==> src/rtl/core/lut_colormap_interpolator_assert.svh <==
// Assertion helpers for the colormap interpolator.
`ifndef LUT_COLORMAP_INTERPOLATOR_ASSERT_SVH
`define LUT_COLORMAP_INTERPOLATOR_ASSERT_SVH
`ifndef NO_ASSERTIONS
`define LCMI_ASSERT(name, clk, rst, prop) \
  name: assert property (@(posedge clk) disable iff (rst) prop) \
    else $error("lcmi assertion failed");
`define LCMI_ASSERT_ALWAYS(name, clk, prop) \
  name: assert property (@(posedge clk) prop) \
    else $error("lcmi assertion failed");
`else
`define LCMI_ASSERT(name, clk, rst, prop)
`define LCMI_ASSERT_ALWAYS(name, clk, prop)
`endif
`endif

==> src/rtl/core/lcmi_pkg.sv <==
`default_nettype none
package lcmi_pkg;

  localparam int TABLE_ENTRIES = 256;
  localparam int IDX_W         = 8;
  localparam int WEIGHT_BITS   = 10;
  localparam int COLOR_W       = 8;
  localparam int RGB_W         = 3 * COLOR_W;
  localparam int SAMPLE_W      = 32;
  localparam int SCALE_W       = 48;
  localparam int SCALE_HALF_W  = SCALE_W / 2;
  localparam int PART_W        = SAMPLE_W + SCALE_HALF_W;
  localparam int PROD_W        = SAMPLE_W + SCALE_W;
  localparam int POS_W         = 24;
  localparam int FRAC_W        = 16;
  localparam int LIMIT_BIT     = POS_W + FRAC_W;
  localparam int CFG_INDEX_W   = 2;
  localparam int CFG_DATA_W    = 48;

  localparam logic [POS_W-1:0] HALF_BIN = POS_W'(32'h8000);
  localparam logic [WEIGHT_BITS:0] ONE_WEIGHT = {1'b1, {WEIGHT_BITS{1'b0}}};

  localparam logic [CFG_INDEX_W-1:0] CFG_MIN_VALUE  = 2'd0;
  localparam logic [CFG_INDEX_W-1:0] CFG_BIN_SCALE  = 2'd1;
  localparam logic [CFG_INDEX_W-1:0] CFG_MAP_SELECT = 2'd2;

  typedef struct packed {
    logic                   black;
    logic                   last;
    logic [IDX_W-1:0]       left;
    logic [WEIGHT_BITS:0]   fr;
  } pos_t;

  typedef struct packed {
    logic                   black;
    logic                   last;
    logic [WEIGHT_BITS:0]   fr;
    logic [RGB_W-1:0]       left_rgb;
    logic [RGB_W-1:0]       right_rgb;
  } mix_t;

  localparam logic [RGB_W-1:0] TURBO_LUT [TABLE_ENTRIES] = '{
    {8'd48,8'd18,8'd59}, {8'd50,8'd21,8'd67}, {8'd51,8'd24,8'd74}, {8'd52,8'd27,8'd81},
    {8'd53,8'd30,8'd88}, {8'd54,8'd33,8'd95}, {8'd55,8'd36,8'd102}, {8'd56,8'd39,8'd109},
    {8'd57,8'd42,8'd115}, {8'd58,8'd45,8'd121}, {8'd59,8'd47,8'd128}, {8'd60,8'd50,8'd134},
    {8'd61,8'd53,8'd139}, {8'd62,8'd56,8'd145}, {8'd63,8'd59,8'd151}, {8'd63,8'd62,8'd156},
    {8'd64,8'd64,8'd162}, {8'd65,8'd67,8'd167}, {8'd65,8'd70,8'd172}, {8'd66,8'd73,8'd177},
    {8'd66,8'd75,8'd181}, {8'd67,8'd78,8'd186}, {8'd68,8'd81,8'd191}, {8'd68,8'd84,8'd195},
    {8'd68,8'd86,8'd199}, {8'd69,8'd89,8'd203}, {8'd69,8'd92,8'd207}, {8'd69,8'd94,8'd211},
    {8'd70,8'd97,8'd214}, {8'd70,8'd100,8'd218}, {8'd70,8'd102,8'd221}, {8'd70,8'd105,8'd224},
    {8'd70,8'd107,8'd227}, {8'd71,8'd110,8'd230}, {8'd71,8'd113,8'd233}, {8'd71,8'd115,8'd235},
    {8'd71,8'd118,8'd238}, {8'd71,8'd120,8'd240}, {8'd71,8'd123,8'd242}, {8'd70,8'd125,8'd244},
    {8'd70,8'd128,8'd246}, {8'd70,8'd130,8'd248}, {8'd70,8'd133,8'd250}, {8'd70,8'd135,8'd251},
    {8'd69,8'd138,8'd252}, {8'd69,8'd140,8'd253}, {8'd68,8'd143,8'd254}, {8'd67,8'd145,8'd254},
    {8'd66,8'd148,8'd255}, {8'd65,8'd150,8'd255}, {8'd64,8'd153,8'd255}, {8'd62,8'd155,8'd254},
    {8'd61,8'd158,8'd254}, {8'd59,8'd160,8'd253}, {8'd58,8'd163,8'd252}, {8'd56,8'd165,8'd251},
    {8'd55,8'd168,8'd250}, {8'd53,8'd171,8'd248}, {8'd51,8'd173,8'd247}, {8'd49,8'd175,8'd245},
    {8'd47,8'd178,8'd244}, {8'd46,8'd180,8'd242}, {8'd44,8'd183,8'd240}, {8'd42,8'd185,8'd238},
    {8'd40,8'd188,8'd235}, {8'd39,8'd190,8'd233}, {8'd37,8'd192,8'd231}, {8'd35,8'd195,8'd228},
    {8'd34,8'd197,8'd226}, {8'd32,8'd199,8'd223}, {8'd31,8'd201,8'd221}, {8'd30,8'd203,8'd218},
    {8'd28,8'd205,8'd216}, {8'd27,8'd208,8'd213}, {8'd26,8'd210,8'd210}, {8'd26,8'd212,8'd208},
    {8'd25,8'd213,8'd205}, {8'd24,8'd215,8'd202}, {8'd24,8'd217,8'd200}, {8'd24,8'd219,8'd197},
    {8'd24,8'd221,8'd194}, {8'd24,8'd222,8'd192}, {8'd24,8'd224,8'd189}, {8'd25,8'd226,8'd187},
    {8'd25,8'd227,8'd185}, {8'd26,8'd228,8'd182}, {8'd28,8'd230,8'd180}, {8'd29,8'd231,8'd178},
    {8'd31,8'd233,8'd175}, {8'd32,8'd234,8'd172}, {8'd34,8'd235,8'd170}, {8'd37,8'd236,8'd167},
    {8'd39,8'd238,8'd164}, {8'd42,8'd239,8'd161}, {8'd44,8'd240,8'd158}, {8'd47,8'd241,8'd155},
    {8'd50,8'd242,8'd152}, {8'd53,8'd243,8'd148}, {8'd56,8'd244,8'd145}, {8'd60,8'd245,8'd142},
    {8'd63,8'd246,8'd138}, {8'd67,8'd247,8'd135}, {8'd70,8'd248,8'd132}, {8'd74,8'd248,8'd128},
    {8'd78,8'd249,8'd125}, {8'd82,8'd250,8'd122}, {8'd85,8'd250,8'd118}, {8'd89,8'd251,8'd115},
    {8'd93,8'd252,8'd111}, {8'd97,8'd252,8'd108}, {8'd101,8'd253,8'd105}, {8'd105,8'd253,8'd102},
    {8'd109,8'd254,8'd98}, {8'd113,8'd254,8'd95}, {8'd117,8'd254,8'd92}, {8'd121,8'd254,8'd89},
    {8'd125,8'd255,8'd86}, {8'd128,8'd255,8'd83}, {8'd132,8'd255,8'd81}, {8'd136,8'd255,8'd78},
    {8'd139,8'd255,8'd75}, {8'd143,8'd255,8'd73}, {8'd146,8'd255,8'd71}, {8'd150,8'd254,8'd68},
    {8'd153,8'd254,8'd66}, {8'd156,8'd254,8'd64}, {8'd159,8'd253,8'd63}, {8'd161,8'd253,8'd61},
    {8'd164,8'd252,8'd60}, {8'd167,8'd252,8'd58}, {8'd169,8'd251,8'd57}, {8'd172,8'd251,8'd56},
    {8'd175,8'd250,8'd55}, {8'd177,8'd249,8'd54}, {8'd180,8'd248,8'd54}, {8'd183,8'd247,8'd53},
    {8'd185,8'd246,8'd53}, {8'd188,8'd245,8'd52}, {8'd190,8'd244,8'd52}, {8'd193,8'd243,8'd52},
    {8'd195,8'd241,8'd52}, {8'd198,8'd240,8'd52}, {8'd200,8'd239,8'd52}, {8'd203,8'd237,8'd52},
    {8'd205,8'd236,8'd52}, {8'd208,8'd234,8'd52}, {8'd210,8'd233,8'd53}, {8'd212,8'd231,8'd53},
    {8'd215,8'd229,8'd53}, {8'd217,8'd228,8'd54}, {8'd219,8'd226,8'd54}, {8'd221,8'd224,8'd55},
    {8'd223,8'd223,8'd55}, {8'd225,8'd221,8'd55}, {8'd227,8'd219,8'd56}, {8'd229,8'd217,8'd56},
    {8'd231,8'd215,8'd57}, {8'd233,8'd213,8'd57}, {8'd235,8'd211,8'd57}, {8'd236,8'd209,8'd58},
    {8'd238,8'd207,8'd58}, {8'd239,8'd205,8'd58}, {8'd241,8'd203,8'd58}, {8'd242,8'd201,8'd58},
    {8'd244,8'd199,8'd58}, {8'd245,8'd197,8'd58}, {8'd246,8'd195,8'd58}, {8'd247,8'd193,8'd58},
    {8'd248,8'd190,8'd57}, {8'd249,8'd188,8'd57}, {8'd250,8'd186,8'd57}, {8'd251,8'd184,8'd56},
    {8'd251,8'd182,8'd55}, {8'd252,8'd179,8'd54}, {8'd252,8'd177,8'd54}, {8'd253,8'd174,8'd53},
    {8'd253,8'd172,8'd52}, {8'd254,8'd169,8'd51}, {8'd254,8'd167,8'd50}, {8'd254,8'd164,8'd49},
    {8'd254,8'd161,8'd48}, {8'd254,8'd158,8'd47}, {8'd254,8'd155,8'd45}, {8'd254,8'd153,8'd44},
    {8'd254,8'd150,8'd43}, {8'd254,8'd147,8'd42}, {8'd254,8'd144,8'd41}, {8'd253,8'd141,8'd39},
    {8'd253,8'd138,8'd38}, {8'd252,8'd135,8'd37}, {8'd252,8'd132,8'd35}, {8'd251,8'd129,8'd34},
    {8'd251,8'd126,8'd33}, {8'd250,8'd123,8'd31}, {8'd249,8'd120,8'd30}, {8'd249,8'd117,8'd29},
    {8'd248,8'd114,8'd28}, {8'd247,8'd111,8'd26}, {8'd246,8'd108,8'd25}, {8'd245,8'd105,8'd24},
    {8'd244,8'd102,8'd23}, {8'd243,8'd99,8'd21}, {8'd242,8'd96,8'd20}, {8'd241,8'd93,8'd19},
    {8'd240,8'd91,8'd18}, {8'd239,8'd88,8'd17}, {8'd237,8'd85,8'd16}, {8'd236,8'd83,8'd15},
    {8'd235,8'd80,8'd14}, {8'd234,8'd78,8'd13}, {8'd232,8'd75,8'd12}, {8'd231,8'd73,8'd12},
    {8'd229,8'd71,8'd11}, {8'd228,8'd69,8'd10}, {8'd226,8'd67,8'd10}, {8'd225,8'd65,8'd9},
    {8'd223,8'd63,8'd8}, {8'd221,8'd61,8'd8}, {8'd220,8'd59,8'd7}, {8'd218,8'd57,8'd7},
    {8'd216,8'd55,8'd6}, {8'd214,8'd53,8'd6}, {8'd212,8'd51,8'd5}, {8'd210,8'd49,8'd5},
    {8'd208,8'd47,8'd5}, {8'd206,8'd45,8'd4}, {8'd204,8'd43,8'd4}, {8'd202,8'd42,8'd4},
    {8'd200,8'd40,8'd3}, {8'd197,8'd38,8'd3}, {8'd195,8'd37,8'd3}, {8'd193,8'd35,8'd2},
    {8'd190,8'd33,8'd2}, {8'd188,8'd32,8'd2}, {8'd185,8'd30,8'd2}, {8'd183,8'd29,8'd2},
    {8'd180,8'd27,8'd1}, {8'd178,8'd26,8'd1}, {8'd175,8'd24,8'd1}, {8'd172,8'd23,8'd1},
    {8'd169,8'd22,8'd1}, {8'd167,8'd20,8'd1}, {8'd164,8'd19,8'd1}, {8'd161,8'd18,8'd1},
    {8'd158,8'd16,8'd1}, {8'd155,8'd15,8'd1}, {8'd152,8'd14,8'd1}, {8'd149,8'd13,8'd1},
    {8'd146,8'd11,8'd1}, {8'd142,8'd10,8'd1}, {8'd139,8'd9,8'd2}, {8'd136,8'd8,8'd2},
    {8'd133,8'd7,8'd2}, {8'd129,8'd6,8'd2}, {8'd126,8'd5,8'd2}, {8'd122,8'd4,8'd3}
  };

  localparam logic [RGB_W-1:0] INFERNO_LUT [TABLE_ENTRIES] = '{
    {8'd1,8'd0,8'd4}, {8'd1,8'd0,8'd5}, {8'd1,8'd0,8'd6}, {8'd2,8'd1,8'd8},
    {8'd2,8'd1,8'd10}, {8'd3,8'd1,8'd12}, {8'd4,8'd2,8'd14}, {8'd4,8'd2,8'd16},
    {8'd5,8'd3,8'd18}, {8'd6,8'd3,8'd21}, {8'd7,8'd3,8'd23}, {8'd8,8'd4,8'd25},
    {8'd10,8'd4,8'd27}, {8'd11,8'd5,8'd29}, {8'd12,8'd5,8'd32}, {8'd14,8'd6,8'd34},
    {8'd15,8'd6,8'd36}, {8'd17,8'd7,8'd38}, {8'd18,8'd7,8'd41}, {8'd19,8'd8,8'd43},
    {8'd21,8'd8,8'd45}, {8'd22,8'd8,8'd48}, {8'd24,8'd9,8'd50}, {8'd25,8'd9,8'd53},
    {8'd27,8'd9,8'd55}, {8'd28,8'd9,8'd58}, {8'd30,8'd9,8'd60}, {8'd32,8'd9,8'd62},
    {8'd33,8'd9,8'd65}, {8'd35,8'd9,8'd67}, {8'd37,8'd9,8'd70}, {8'd39,8'd9,8'd72},
    {8'd40,8'd9,8'd74}, {8'd42,8'd8,8'd77}, {8'd44,8'd8,8'd79}, {8'd46,8'd7,8'd81},
    {8'd47,8'd7,8'd83}, {8'd49,8'd6,8'd85}, {8'd51,8'd6,8'd87}, {8'd53,8'd5,8'd89},
    {8'd55,8'd5,8'd91}, {8'd56,8'd4,8'd93}, {8'd58,8'd4,8'd94}, {8'd60,8'd3,8'd96},
    {8'd61,8'd3,8'd97}, {8'd63,8'd3,8'd98}, {8'd65,8'd2,8'd99}, {8'd66,8'd2,8'd100},
    {8'd68,8'd2,8'd102}, {8'd70,8'd2,8'd102}, {8'd71,8'd2,8'd103}, {8'd73,8'd2,8'd104},
    {8'd74,8'd2,8'd105}, {8'd76,8'd3,8'd106}, {8'd77,8'd3,8'd106}, {8'd79,8'd3,8'd107},
    {8'd80,8'd3,8'd107}, {8'd82,8'd4,8'd108}, {8'd83,8'd4,8'd108}, {8'd85,8'd5,8'd109},
    {8'd86,8'd6,8'd109}, {8'd88,8'd6,8'd109}, {8'd89,8'd7,8'd110}, {8'd91,8'd7,8'd110},
    {8'd92,8'd8,8'd110}, {8'd94,8'd9,8'd110}, {8'd95,8'd10,8'd110}, {8'd97,8'd11,8'd111},
    {8'd98,8'd11,8'd111}, {8'd99,8'd12,8'd111}, {8'd101,8'd13,8'd111}, {8'd102,8'd14,8'd111},
    {8'd104,8'd15,8'd111}, {8'd105,8'd15,8'd111}, {8'd107,8'd16,8'd111}, {8'd108,8'd17,8'd111},
    {8'd110,8'd18,8'd111}, {8'd111,8'd18,8'd111}, {8'd112,8'd19,8'd111}, {8'd114,8'd20,8'd111},
    {8'd115,8'd20,8'd111}, {8'd117,8'd21,8'd110}, {8'd118,8'd22,8'd110}, {8'd120,8'd23,8'd110},
    {8'd121,8'd23,8'd110}, {8'd123,8'd24,8'd110}, {8'd124,8'd25,8'd110}, {8'd126,8'd25,8'd109},
    {8'd127,8'd26,8'd109}, {8'd129,8'd27,8'd109}, {8'd130,8'd27,8'd108}, {8'd131,8'd28,8'd108},
    {8'd133,8'd29,8'd108}, {8'd134,8'd29,8'd108}, {8'd136,8'd30,8'd107}, {8'd137,8'd30,8'd107},
    {8'd139,8'd31,8'd106}, {8'd140,8'd32,8'd106}, {8'd142,8'd32,8'd106}, {8'd143,8'd33,8'd105},
    {8'd145,8'd34,8'd105}, {8'd146,8'd34,8'd104}, {8'd148,8'd35,8'd104}, {8'd149,8'd36,8'd103},
    {8'd151,8'd36,8'd103}, {8'd152,8'd37,8'd102}, {8'd154,8'd38,8'd102}, {8'd155,8'd38,8'd101},
    {8'd157,8'd39,8'd100}, {8'd158,8'd40,8'd100}, {8'd160,8'd40,8'd99}, {8'd161,8'd41,8'd98},
    {8'd162,8'd42,8'd98}, {8'd164,8'd42,8'd97}, {8'd165,8'd43,8'd96}, {8'd167,8'd44,8'd96},
    {8'd168,8'd44,8'd95}, {8'd170,8'd45,8'd94}, {8'd171,8'd46,8'd93}, {8'd173,8'd47,8'd93},
    {8'd174,8'd47,8'd92}, {8'd176,8'd48,8'd91}, {8'd177,8'd49,8'd90}, {8'd178,8'd50,8'd89},
    {8'd180,8'd51,8'd88}, {8'd181,8'd51,8'd88}, {8'd183,8'd52,8'd87}, {8'd184,8'd53,8'd86},
    {8'd185,8'd54,8'd85}, {8'd187,8'd55,8'd84}, {8'd188,8'd56,8'd83}, {8'd189,8'd57,8'd82},
    {8'd191,8'd57,8'd81}, {8'd192,8'd58,8'd80}, {8'd194,8'd59,8'd79}, {8'd195,8'd60,8'd78},
    {8'd196,8'd61,8'd77}, {8'd197,8'd62,8'd76}, {8'd199,8'd63,8'd75}, {8'd200,8'd64,8'd74},
    {8'd201,8'd65,8'd73}, {8'd203,8'd66,8'd72}, {8'd204,8'd67,8'd71}, {8'd205,8'd69,8'd70},
    {8'd206,8'd70,8'd69}, {8'd207,8'd71,8'd67}, {8'd209,8'd72,8'd66}, {8'd210,8'd73,8'd65},
    {8'd211,8'd74,8'd64}, {8'd212,8'd76,8'd63}, {8'd213,8'd77,8'd62}, {8'd214,8'd78,8'd61},
    {8'd215,8'd79,8'd59}, {8'd217,8'd81,8'd58}, {8'd218,8'd82,8'd57}, {8'd219,8'd83,8'd56},
    {8'd220,8'd85,8'd55}, {8'd221,8'd86,8'd54}, {8'd222,8'd87,8'd52}, {8'd223,8'd89,8'd51},
    {8'd224,8'd90,8'd50}, {8'd224,8'd92,8'd49}, {8'd225,8'd93,8'd48}, {8'd226,8'd95,8'd46},
    {8'd227,8'd96,8'd45}, {8'd228,8'd98,8'd44}, {8'd229,8'd99,8'd43}, {8'd230,8'd101,8'd41},
    {8'd230,8'd102,8'd40}, {8'd231,8'd104,8'd39}, {8'd232,8'd105,8'd37}, {8'd233,8'd107,8'd36},
    {8'd233,8'd108,8'd35}, {8'd234,8'd110,8'd34}, {8'd235,8'd112,8'd32}, {8'd235,8'd113,8'd31},
    {8'd236,8'd115,8'd29}, {8'd237,8'd117,8'd28}, {8'd237,8'd118,8'd27}, {8'd238,8'd120,8'd25},
    {8'd238,8'd122,8'd24}, {8'd239,8'd124,8'd22}, {8'd239,8'd125,8'd21}, {8'd240,8'd127,8'd19},
    {8'd240,8'd129,8'd18}, {8'd241,8'd130,8'd16}, {8'd241,8'd132,8'd15}, {8'd241,8'd134,8'd13},
    {8'd242,8'd136,8'd12}, {8'd242,8'd138,8'd10}, {8'd242,8'd139,8'd8}, {8'd243,8'd141,8'd7},
    {8'd243,8'd143,8'd6}, {8'd243,8'd145,8'd4}, {8'd244,8'd147,8'd3}, {8'd244,8'd149,8'd3},
    {8'd244,8'd150,8'd2}, {8'd244,8'd152,8'd1}, {8'd244,8'd154,8'd1}, {8'd244,8'd156,8'd1},
    {8'd244,8'd158,8'd1}, {8'd245,8'd160,8'd1}, {8'd245,8'd162,8'd2}, {8'd245,8'd164,8'd2},
    {8'd245,8'd166,8'd3}, {8'd245,8'd168,8'd5}, {8'd245,8'd169,8'd6}, {8'd244,8'd171,8'd8},
    {8'd244,8'd173,8'd10}, {8'd244,8'd175,8'd12}, {8'd244,8'd177,8'd14}, {8'd244,8'd179,8'd17},
    {8'd244,8'd181,8'd19}, {8'd244,8'd183,8'd21}, {8'd243,8'd185,8'd24}, {8'd243,8'd187,8'd26},
    {8'd243,8'd189,8'd28}, {8'd243,8'd191,8'd31}, {8'd242,8'd193,8'd33}, {8'd242,8'd195,8'd36},
    {8'd242,8'd197,8'd38}, {8'd241,8'd199,8'd41}, {8'd241,8'd201,8'd44}, {8'd240,8'd203,8'd46},
    {8'd240,8'd205,8'd49}, {8'd240,8'd207,8'd52}, {8'd239,8'd209,8'd55}, {8'd239,8'd211,8'd58},
    {8'd238,8'd213,8'd61}, {8'd238,8'd215,8'd64}, {8'd237,8'd217,8'd67}, {8'd237,8'd219,8'd70},
    {8'd236,8'd220,8'd73}, {8'd235,8'd222,8'd77}, {8'd235,8'd224,8'd80}, {8'd234,8'd226,8'd84},
    {8'd234,8'd228,8'd87}, {8'd234,8'd230,8'd91}, {8'd233,8'd232,8'd95}, {8'd233,8'd234,8'd99},
    {8'd233,8'd235,8'd103}, {8'd232,8'd237,8'd107}, {8'd232,8'd239,8'd111}, {8'd232,8'd240,8'd115},
    {8'd233,8'd242,8'd119}, {8'd233,8'd243,8'd124}, {8'd234,8'd245,8'd128}, {8'd234,8'd246,8'd132},
    {8'd235,8'd248,8'd136}, {8'd236,8'd249,8'd140}, {8'd237,8'd250,8'd144}, {8'd238,8'd251,8'd148},
    {8'd240,8'd252,8'd152}, {8'd241,8'd254,8'd156}, {8'd243,8'd255,8'd160}, {8'd245,8'd255,8'd163}
  };

endpackage
`default_nettype wire

==> src/rtl/core/pixel_if.sv <==
`default_nettype none
interface pixel_if;
  logic       valid;
  logic       ready;
  logic [7:0] red;
  logic [7:0] green;
  logic [7:0] blue;
  logic       last_pixel_out;

  modport source (output valid, output red, output green, output blue,
                  output last_pixel_out, input ready);
  modport sink (input valid, input red, input green, input blue,
                input last_pixel_out, output ready);
endinterface
`default_nettype wire

==> src/rtl/core/lcmi_blend.sv <==
`default_nettype none
module lcmi_blend import lcmi_pkg::*; (
  input  logic     clk,
  input  logic     rst,
  input  logic     mix_valid,
  output logic     mix_ready,
  input  mix_t     mix_in,
  pixel_if.source  colors_out
);

  localparam int SUM_W = COLOR_W + WEIGHT_BITS + 2;

  logic               f_valid;
  logic [RGB_W-1:0]   f_rgb;
  logic               f_last;
  logic               adv_f;
  logic [WEIGHT_BITS:0] fl;
  logic [RGB_W-1:0]   blended;
  logic [SUM_W-1:0]   sum [3];

  assign adv_f = !f_valid || colors_out.ready;
  assign mix_ready = adv_f;
  assign fl = ONE_WEIGHT - mix_in.fr;

  always_comb begin
    for (int ch = 0; ch < 3; ch++) begin
      sum[ch] = SUM_W'(mix_in.left_rgb[ch*COLOR_W +: COLOR_W]) * SUM_W'(fl)
              + SUM_W'(mix_in.right_rgb[ch*COLOR_W +: COLOR_W]) * SUM_W'(mix_in.fr);
      blended[ch*COLOR_W +: COLOR_W] = sum[ch][WEIGHT_BITS +: COLOR_W];
    end
  end

  always_ff @(posedge clk) begin
    if (rst) begin
      f_valid <= 1'b0;
    end else if (adv_f) begin
      f_valid <= mix_valid;
    end
  end

  always_ff @(posedge clk) begin
    if (adv_f) begin
      f_rgb  <= mix_in.black ? '0 : blended;
      f_last <= mix_in.last;
    end
  end

  assign colors_out.valid          = f_valid;
  assign colors_out.red            = f_rgb[2*COLOR_W +: COLOR_W];
  assign colors_out.green          = f_rgb[COLOR_W +: COLOR_W];
  assign colors_out.blue           = f_rgb[0 +: COLOR_W];
  assign colors_out.last_pixel_out = f_last;

endmodule
`default_nettype wire

==> src/flat_wrapper.sv <==
// flat-port wrapper written by rule: the top's interface ports become plain ports
module lcmi_blend_flat import lcmi_pkg::*;
  (clk, rst, mix_valid, mix_ready, mix_in, colors_out_valid, colors_out_red, colors_out_green, colors_out_blue, colors_out_last_pixel_out, colors_out_ready);
  pixel_if colors_out_i ();
  input  logic clk;
  input  logic rst;
  input  logic mix_valid;
  output logic mix_ready;
  input  mix_t mix_in;
  output wire logic [$bits(colors_out_i.valid)-1:0] colors_out_valid;
  output wire logic [$bits(colors_out_i.red)-1:0] colors_out_red;
  output wire logic [$bits(colors_out_i.green)-1:0] colors_out_green;
  output wire logic [$bits(colors_out_i.blue)-1:0] colors_out_blue;
  output wire logic [$bits(colors_out_i.last_pixel_out)-1:0] colors_out_last_pixel_out;
  input wire logic [$bits(colors_out_i.ready)-1:0] colors_out_ready;
  assign colors_out_valid = colors_out_i.valid;
  assign colors_out_red = colors_out_i.red;
  assign colors_out_green = colors_out_i.green;
  assign colors_out_blue = colors_out_i.blue;
  assign colors_out_last_pixel_out = colors_out_i.last_pixel_out;
  assign colors_out_i.ready = colors_out_ready;
  lcmi_blend u_core (.clk(clk), .rst(rst), .mix_valid(mix_valid), .mix_ready(mix_ready), .mix_in(mix_in), .colors_out(colors_out_i));
endmodule
==> config.mk <==
export PLATFORM = sky130hd
export DESIGN_NAME = lcmi_blend_flat
export DESIGN_NICKNAME = d
export VERILOG_FILES = /design/src/rtl/core/lut_colormap_interpolator_assert.svh /design/src/rtl/core/lcmi_pkg.sv /design/src/rtl/core/pixel_if.sv /design/src/rtl/core/lcmi_blend.sv /design/src/flat_wrapper.sv
export SDC_FILE = /design/constraint.sdc
export NUM_CORES = 1
export LEC_CHECK = 0
export BUFFER_PORTS_ARGS = -buffer_cell sky130_fd_sc_hd__buf_2
export CAP_MARGIN = 20
export CORE_UTILIZATION = 45
export DETAILED_ROUTE_END_ITERATION = 7
export PLACE_DENSITY = 0.65
export SKIP_LAST_GASP = 1
export SYNTH_ARGS = -nofsm -noshare
export SYNTH_HDL_FRONTEND = slang
export SYNTH_SLANG_ARGS = --single-unit
==> constraint.sdc <==
create_clock -name clk -period 8.6 [get_ports clk]
set_clock_uncertainty 0.15 [all_clocks]
set_input_delay 0 -clock clk [delete_from_list [all_inputs] [get_ports clk]]
set_output_delay 0 -clock clk [all_outputs]
set_load 0.1 [all_outputs]
### Word level (Yosys, flattened, before mapping)

Cells that the tools add are included.
Widths: inputs -> output; s select.

* register bits: 26
* input port bits: 65

* add/sub/neg operators: 4
* multipliers: 6
* reductions and logical operators: 2

Operator list (number)
* $mul 8x11->18: 6
* $add 18x18->18: 3
* $sub 11x11->11 const A: 1
* $logic_not 1->1: 1
* $logic_or 1x1->1: 1

### Depth between registers and ports, before layout

Gate-level depths: netlist of run 1.

* depth in word-level cells: 3
* depth in mapped cells: 27
* gate-level depth less buffers: 25

### Worst setup path after synthesis of run 1

Ideal clock, no wire load.

* path type: input-to-reg
* from: input port mix_in[48] (netlist bit)
* to: register u_core.f_rgb[15] (data pin)
* library setup time: 0.256 ns
* arrival time: 6.341 ns
* slack: 1.854 ns
* cell stages on the path: 25
* path buffers: 2
* cell sequence: clkbuf_1 inv_1 ha_1 nor2b_1 nand2_1 xor2_1 clkbuf_1 nand2_1 fa_1 fa_1 fa_1 inv_1 fa_1 fa_1 inv_1 fa_1 inv_1 ha_1 a2111o_1 a311o_1 a2111oi_4 nor3_1 o311ai_2 a211o_1 o21ai_1

* word-level cells in the longest chain between the ends: 3
* elaborated cells on any way between the ends: 4

RTL lines
* from (decl): line flat_wrapper.sv:9 `input mix_t mix_in;`
* $sub 11x11->11: line lcmi_blend.sv:23 `assign fl = ONE_WEIGHT - mix_in.fr;`
* $mul 8x11->18: line lcmi_blend.sv:27 `sum[ch] = SUM_W'(mix_in.left_rgb[ch*COLOR_W +: COLOR_W]) * SUM_W'(fl)`
* $add 18x18->18 (*): line lcmi_blend.sv:28 `+ SUM_W'(mix_in.right_rgb[ch*COLOR_W +: COLOR_W]) * SUM_W'(mix_in.fr);`
* to (signal assigned): line lcmi_blend.sv:43 `f_rgb <= mix_in.black ? '0 : blended;`
* to (decl): line lcmi_blend.sv:14 `logic [RGB_W-1:0] f_rgb;`

Every way passes the cells marked *; elsewhere a longest branch is shown, timed or not.
A chain may end at the register's enable or synchronous reset.

### Worst setup path in the final report of run 1

* from: input port mix_in[49] (netlist bit)
* to: register u_core.f_rgb[6] (data pin)

Same word-level chain as after synthesis.

==> flow_metrics.env, run 1 <==
export IMPL_num_vias=12047
export IMPL_grt_max_degree=29
export IMPL_slowest_delay_ns=0.52
export IMPL_grt_first_pass_wirelength_um=67100
export IMPL_relSlewSlack=0.355
export IMPL_cap_violations=0
export IMPL_hold_class="input pin to flip-flop"
export IMPL_synthCells=1935
export IMPL_drc=0
export IMPL_portBuffers=91
export IMPL_final_cell_area_mm2=0.0184
export IMPL_grt_usage=0.219
export IMPL_critPathSlowestCell="fa_1"
export IMPL_start_util=0.458
export IMPL_netlist_area_mm2=0.0174
export IMPL_yosysSeqAreaShare=0.0444
export IMPL_nets=2597
export IMPL_min_period_ns=7.14
export IMPL_cts_tree="yes"
export IMPL_period_share=0.830
export IMPL_first_pass_iters=5
export IMPL_post_route_util=0.486
export IMPL_die_area_mm2=0.0393
export IMPL_tightest_slew_ns=0.968
export IMPL_die_h_um=198
export IMPL_setup_ws_ns=1.46
export IMPL_place_hpwl_um=32300
export IMPL_first_global_vias=13132
export IMPL_layout_drive_gt1_share=0.0657
export IMPL_cts_root_buf="clkbuf_16"
export IMPL_post_cts_buffers=0
export IMPL_cp_start_kind="input pin"
export IMPL_drt_initial_drc_count=660
export IMPL_wire_per_inst_um=15.8
export IMPL_rrSetupSlack_ns=6.90
export IMPL_placementRows=71
export IMPL_die_w_um=198
export IMPL_area_growth_pct=6.06
export IMPL_gp_congestion=0.838
export IMPL_antenna_found_initial=2
export IMPL_syn_area_per_cell_um2=8.97
export IMPL_preCtsSetupSlack_ns=1.14
export IMPL_grt_overflow=0
export IMPL_cts_max_level=1
export IMPL_placed_area_mm2=0.0183
export IMPL_clk_path_buf_depth=2
export IMPL_cp_max_fo=26
export IMPL_syn_nets=2583
export IMPL_ant_nets=0
export IMPL_status="complete, no violations"
export IMPL_ys_warn_count=0
export IMPL_cp_required_ns=8.48
export IMPL_clk_pin_slew_ns=0.08
export IMPL_finalMaxSlewViolations=0
export IMPL_clk_latency_ns=0.29
export IMPL_max_freq_ghz=0.140
export IMPL_ys_ff_latch=26
export IMPL_rsz0062_at_grt="false"
export IMPL_crit_type="input pin to flip-flop"
export IMPL_coreArea_mm2=0.0378
export IMPL_pin_count=92
export IMPL_routed_wl_um=38800
export IMPL_tns_ns=0
export IMPL_vias_per_cell=4.90
export IMPL_cts_sinks=26
export IMPL_synth_cell_type_count=41
export IMPL_critPathArrivalTime_ns=7.02
export IMPL_setup_viol=0
export IMPL_cp_end_kind="flip-flop"
export IMPL_finalHoldViolations=0
export IMPL_cts_inserted_buffers=3
export IMPL_path_common_cell="fa_1"
-- what timing repair did --
item / 4_1_cts / 5_1_grt
setup endpoints to repair: 0 / 0
hold buffers: 3 / 0
endpoints found under the hold margin: 2 / 0
gates resized for setup: 0 / 0
-- registers in the layout (all words and copies together), names as in the netlist --
| register | count |
|---|---|
| u_core.f_rgb | 24 |
| u_core.colors_out.valid | 1 |
| u_core.colors_out.last_pixel_out | 1 |
-- worst max-delay path, delay by kind of cell --
family / cells / cell delay, ns
AND/OR/NAND/NOR: 7 / 1.22
AO/OA/AOI/OAI: 3 / 0.90
adder cells (fa/ha/maj): 8 / 3.42
buffers and inverters: 6 / 0.87
XOR/XNOR: 2 / 0.60
-- worst paths after layout --
| kind | cells past startpoint | from | endpoint |
|---|---|---|---|
| max | 26 | mix_in[49] | u_core.f_rgb[6] |
| min | 2 | mix_in[60] | u_core.f_rgb[19] |
| max reg2reg | 4 | u_core.colors_out.valid | u_core.colors_out.valid |
| min reg2reg | 2 | u_core.colors_out.valid | u_core.f_rgb[17] |
-- cell usage in the layout, fill, tap and decap left out, types with 5 or more instances in the layout --
cell / count
nand3_1: 8
ha_1: 181
a211oi_1: 5
buf_2: 91
nor2_1: 29
xor2_1: 10
and2_1: 309
buf_4: 18
a21o_1: 5
and3_1: 7
fa_1: 402
nand4_1: 6
nand2_1: 225
a21oi_1: 19
o21ai_0: 7
xnor2_1: 30
nor3_1: 13
inv_1: 508
edfxtp_1: 25
xnor2_2: 6
-- cell families after synthesis --
family / share of synthesized area
AOI/OAI and AO/OA: 0.0200
adders and majority gates: 0.594
and+or+nand+nor: 0.184
buffers and inverters: 0.132
DFF: 0.0444
xor gates and xnor gates: 0.0247
-- routing by layer --
metal | wire length (um) | global-route usage
met1 | 18400 | 0.328
met4 | 514 | 0.0396
met3 | 1940 | 0.0135
met5 | 0 | 0
met2 | 17900 | 0.352
-- synth_stat cells, drive strengths merged --
library cell    n  share of area
a211o           1        0.00050
nor2b           2        0.00072
inv           508           0.11
nor2           29         0.0063
nor4            3         0.0011
nand2b          3         0.0011
nor3b           1        0.00043
a211oi          5         0.0022
a31oi           2        0.00072
o221ai          2         0.0010
fa            402           0.46
or3             3         0.0011
o221a           1        0.00065
nor3           13         0.0037
a311o           1        0.00058
edfxtp         25          0.043
o22ai           1        0.00036
xor2           13         0.0066
nand2         225          0.049
nand3b          2        0.00087
a2111oi         1         0.0016
o311ai          1        0.00094
clkbuf        101          0.022
buf             2        0.00043
o21a            1        0.00043
a21oi          19         0.0055
and3            7         0.0025
or2             4         0.0014
a21o            5         0.0022
xnor2          36          0.018
and4            1        0.00050
nand4           6         0.0022
o31ai           1        0.00043
dfxtp           1         0.0012
nand3           8         0.0023
o21ai           8         0.0023
ha            181           0.13
a2111o          1        0.00065
and2          309           0.11
-- layout make-up --
cell class / count / area, um^2
diodes: 2 / 5.00
clock buffers: 3 / 75.1
clock inverters: 1 / 30.0
fillers: 3654 / 19400
inverters: 508 / 1910
multi-input cells: 1298 / 14400
flip-flops and latches: 26 / 771
well taps: 511 / 639
repair buffers: 112 / 621
-- through the flow --
stage / hold slack (ns) / std cells
2_1_floorplan: -0.0809 / 1935
3_3_place_gp: 0.00246 / 2452
3_5_place_dp: 0.00833 / 2452
4_1_cts: 0.143 / 2459
5_1_grt: 0.175 / 2461
6_report: 0.139 / 2461
Power of run 1 is left out: the tool's default activity adds up to more than one toggle a clock period on the data nets, which glitch-free logic cannot reach.
==> inputs of run 2 (changes only) <==
==> constraint.sdc (replaced) <==
create_clock -name clk -period 7.2 [get_ports clk]
set_clock_uncertainty 0.15 [all_clocks]
set_input_delay 0 -clock clk [delete_from_list [all_inputs] [get_ports clk]]
set_output_delay 0 -clock clk [all_outputs]
set_load 0.1 [all_outputs]
==> flow_metrics.env, run 2 (synthesis gave the netlist of run 1 again) <==
export IMPL_status="complete, no violations"
export IMPL_finalMaxSlewViolations=0
export IMPL_grt_max_degree=46
export IMPL_clk_pin_slew_ns=0.09
export IMPL_fillers=3638
export IMPL_antenna_found_initial=1
export IMPL_die_area_mm2=0.0393
export IMPL_cts_tree="yes"
export IMPL_cap_violations=0
export IMPL_cp_max_fo=23
export IMPL_tightest_slew_ns=0.676
export IMPL_layout_drive_gt1_share=0.0728
export IMPL_cp_end_kind="flip-flop"
export IMPL_grt_usage=0.221
export IMPL_drc=0
export IMPL_largest_register="u_core.f_rgb"
export IMPL_die_h_um=198
export IMPL_place_hpwl_um=33100
export IMPL_seq_area_um2=771
export IMPL_finalHoldViolations=0
export IMPL_fin_cells=2475
export IMPL_tns_ns=0
export IMPL_crit_type="input pin to flip-flop"
export IMPL_rsz0062_at_grt="false"
export IMPL_portBuffers=91
export IMPL_met1_length_um=18300
export IMPL_clk_latency_ns=0.29
export IMPL_final_cell_area_mm2=0.0185
export IMPL_start_util=0.458
export IMPL_rrSetupSlack_ns=5.45
export IMPL_cts_inserted_buffers=3
export IMPL_routed_top_layer="met4"
export IMPL_hold_class="input pin to flip-flop"
export IMPL_critPathArrivalTime_ns=6.66
export IMPL_grt_overflow=0
export IMPL_min_period_ns=6.78
export IMPL_vias_per_cell=4.95
export IMPL_final_cell_mix="508 x inv_1, 402 x fa_1, 309 x and2_1"
export IMPL_largest_reg_flops=24
export IMPL_met2_length_um=18500
export IMPL_first_pass_iters=5
export IMPL_grt_first_pass_wirelength_um=67800
export IMPL_dp_cells=2466
export IMPL_post_cts_resized=0
export IMPL_routed_wl_um=39900
export IMPL_cp_required_ns=7.08
export IMPL_cts_sinks=26
export IMPL_ant_nets=0
export IMPL_max_freq_ghz=0.148
export IMPL_layout_commonest_cell="inv_1"
export IMPL_placementRows=71
export IMPL_clk_path_buf_depth=2
export IMPL_placed_area_mm2=0.0184
export IMPL_die_w_um=198
export IMPL_pin_count=92
export IMPL_drt_initial_drc_count=723
export IMPL_nets=2612
export IMPL_cts_root_buf="clkbuf_16"
export IMPL_setup_viol=0
export IMPL_relSlewSlack=0.547
export IMPL_first_global_vias=13314
export IMPL_cp_start_kind="input pin"
export IMPL_multi_input_area_mm2=0.0144
export IMPL_area_growth_pct=6.69
export IMPL_wl_met3_um=2390
export IMPL_gp_congestion=0.859
export IMPL_num_vias=12251
export IMPL_wire_per_inst_um=16.1
export IMPL_cts_max_level=1
export IMPL_coreArea_mm2=0.0378
export IMPL_period_share=0.941
==> run 2: final cells by class <==
| class | instances | share of cell area |
|---|---|---|
| inverters | 508 | 0.103 |
| well taps | 511 | 0.0345 |
| clock inverters | 1 | 0.00162 |
| repair buffers | 127 | 0.0396 |
| flip-flops and latches | 26 | 0.0416 |
| diodes | 1 | 0.000135 |
| clock buffers | 3 | 0.00406 |
| multi-input cells | 1298 | 0.775 |
==> run 2: metal layers <==
layer | up-vias | GRT usage
li1 | 5597 | -
met1 | 6262 | 0.324
met2 | 363 | 0.357
met3 | 29 | 0.0182
met4 | 0 | 0.0497
met5 | - | 0
==> run 2: final timing paths <==
check,start,endpoint,depth (start not counted)
setup / recovery,mix_in[48],u_core.f_rgb[6],26
setup reg to reg,u_core.colors_out.valid,u_core.colors_out.valid,4
hold reg to reg,u_core.colors_out.valid,u_core.f_rgb[17],2
hold / removal,mix_in[60],u_core.f_rgb[20],2
==> run 2: stage by stage <==
stage          hold WS (ns)   util  setup WS, ns
4_1_cts               0.159  0.489         0.392
3_3_place_gp        0.00262  0.485         0.305
3_5_place_dp        0.00732  0.485        0.0869
2_1_floorplan       -0.0809      -         0.454
5_1_grt               0.179  0.489        0.0677
6_report              0.147  0.489         0.424
==> run 2: what timing repair did <==
item                       in CTS  in global routing
buffers inserted                0                  1
hold buffers                    3                  0
hold endpoints to repair        2                  0
setup endpoints to repair       0                  1
==> run 2: worst max-delay path, cell delays in order <==
cell      delay [ns]
buf_2           0.13
inv_1           0.07
ha_1            0.23
nor2b_1         0.21
nand2_1         0.14
or3_1           0.39
xor2_2          0.18
buf_4           0.36
nand2_1         0.13
fa_1            0.51
fa_1            0.51
fa_1            0.52
inv_1           0.05
fa_1            0.49
fa_1            0.50
inv_1           0.05
fa_1            0.47
inv_1           0.05
ha_1            0.20
a211oi_1        0.24
nand2_1         0.11
o221ai_1        0.37
nand3_1         0.25
a31oi_1         0.27
xor2_1          0.17
nor2_1          0.05
Power of run 2 is left out for the same reason.
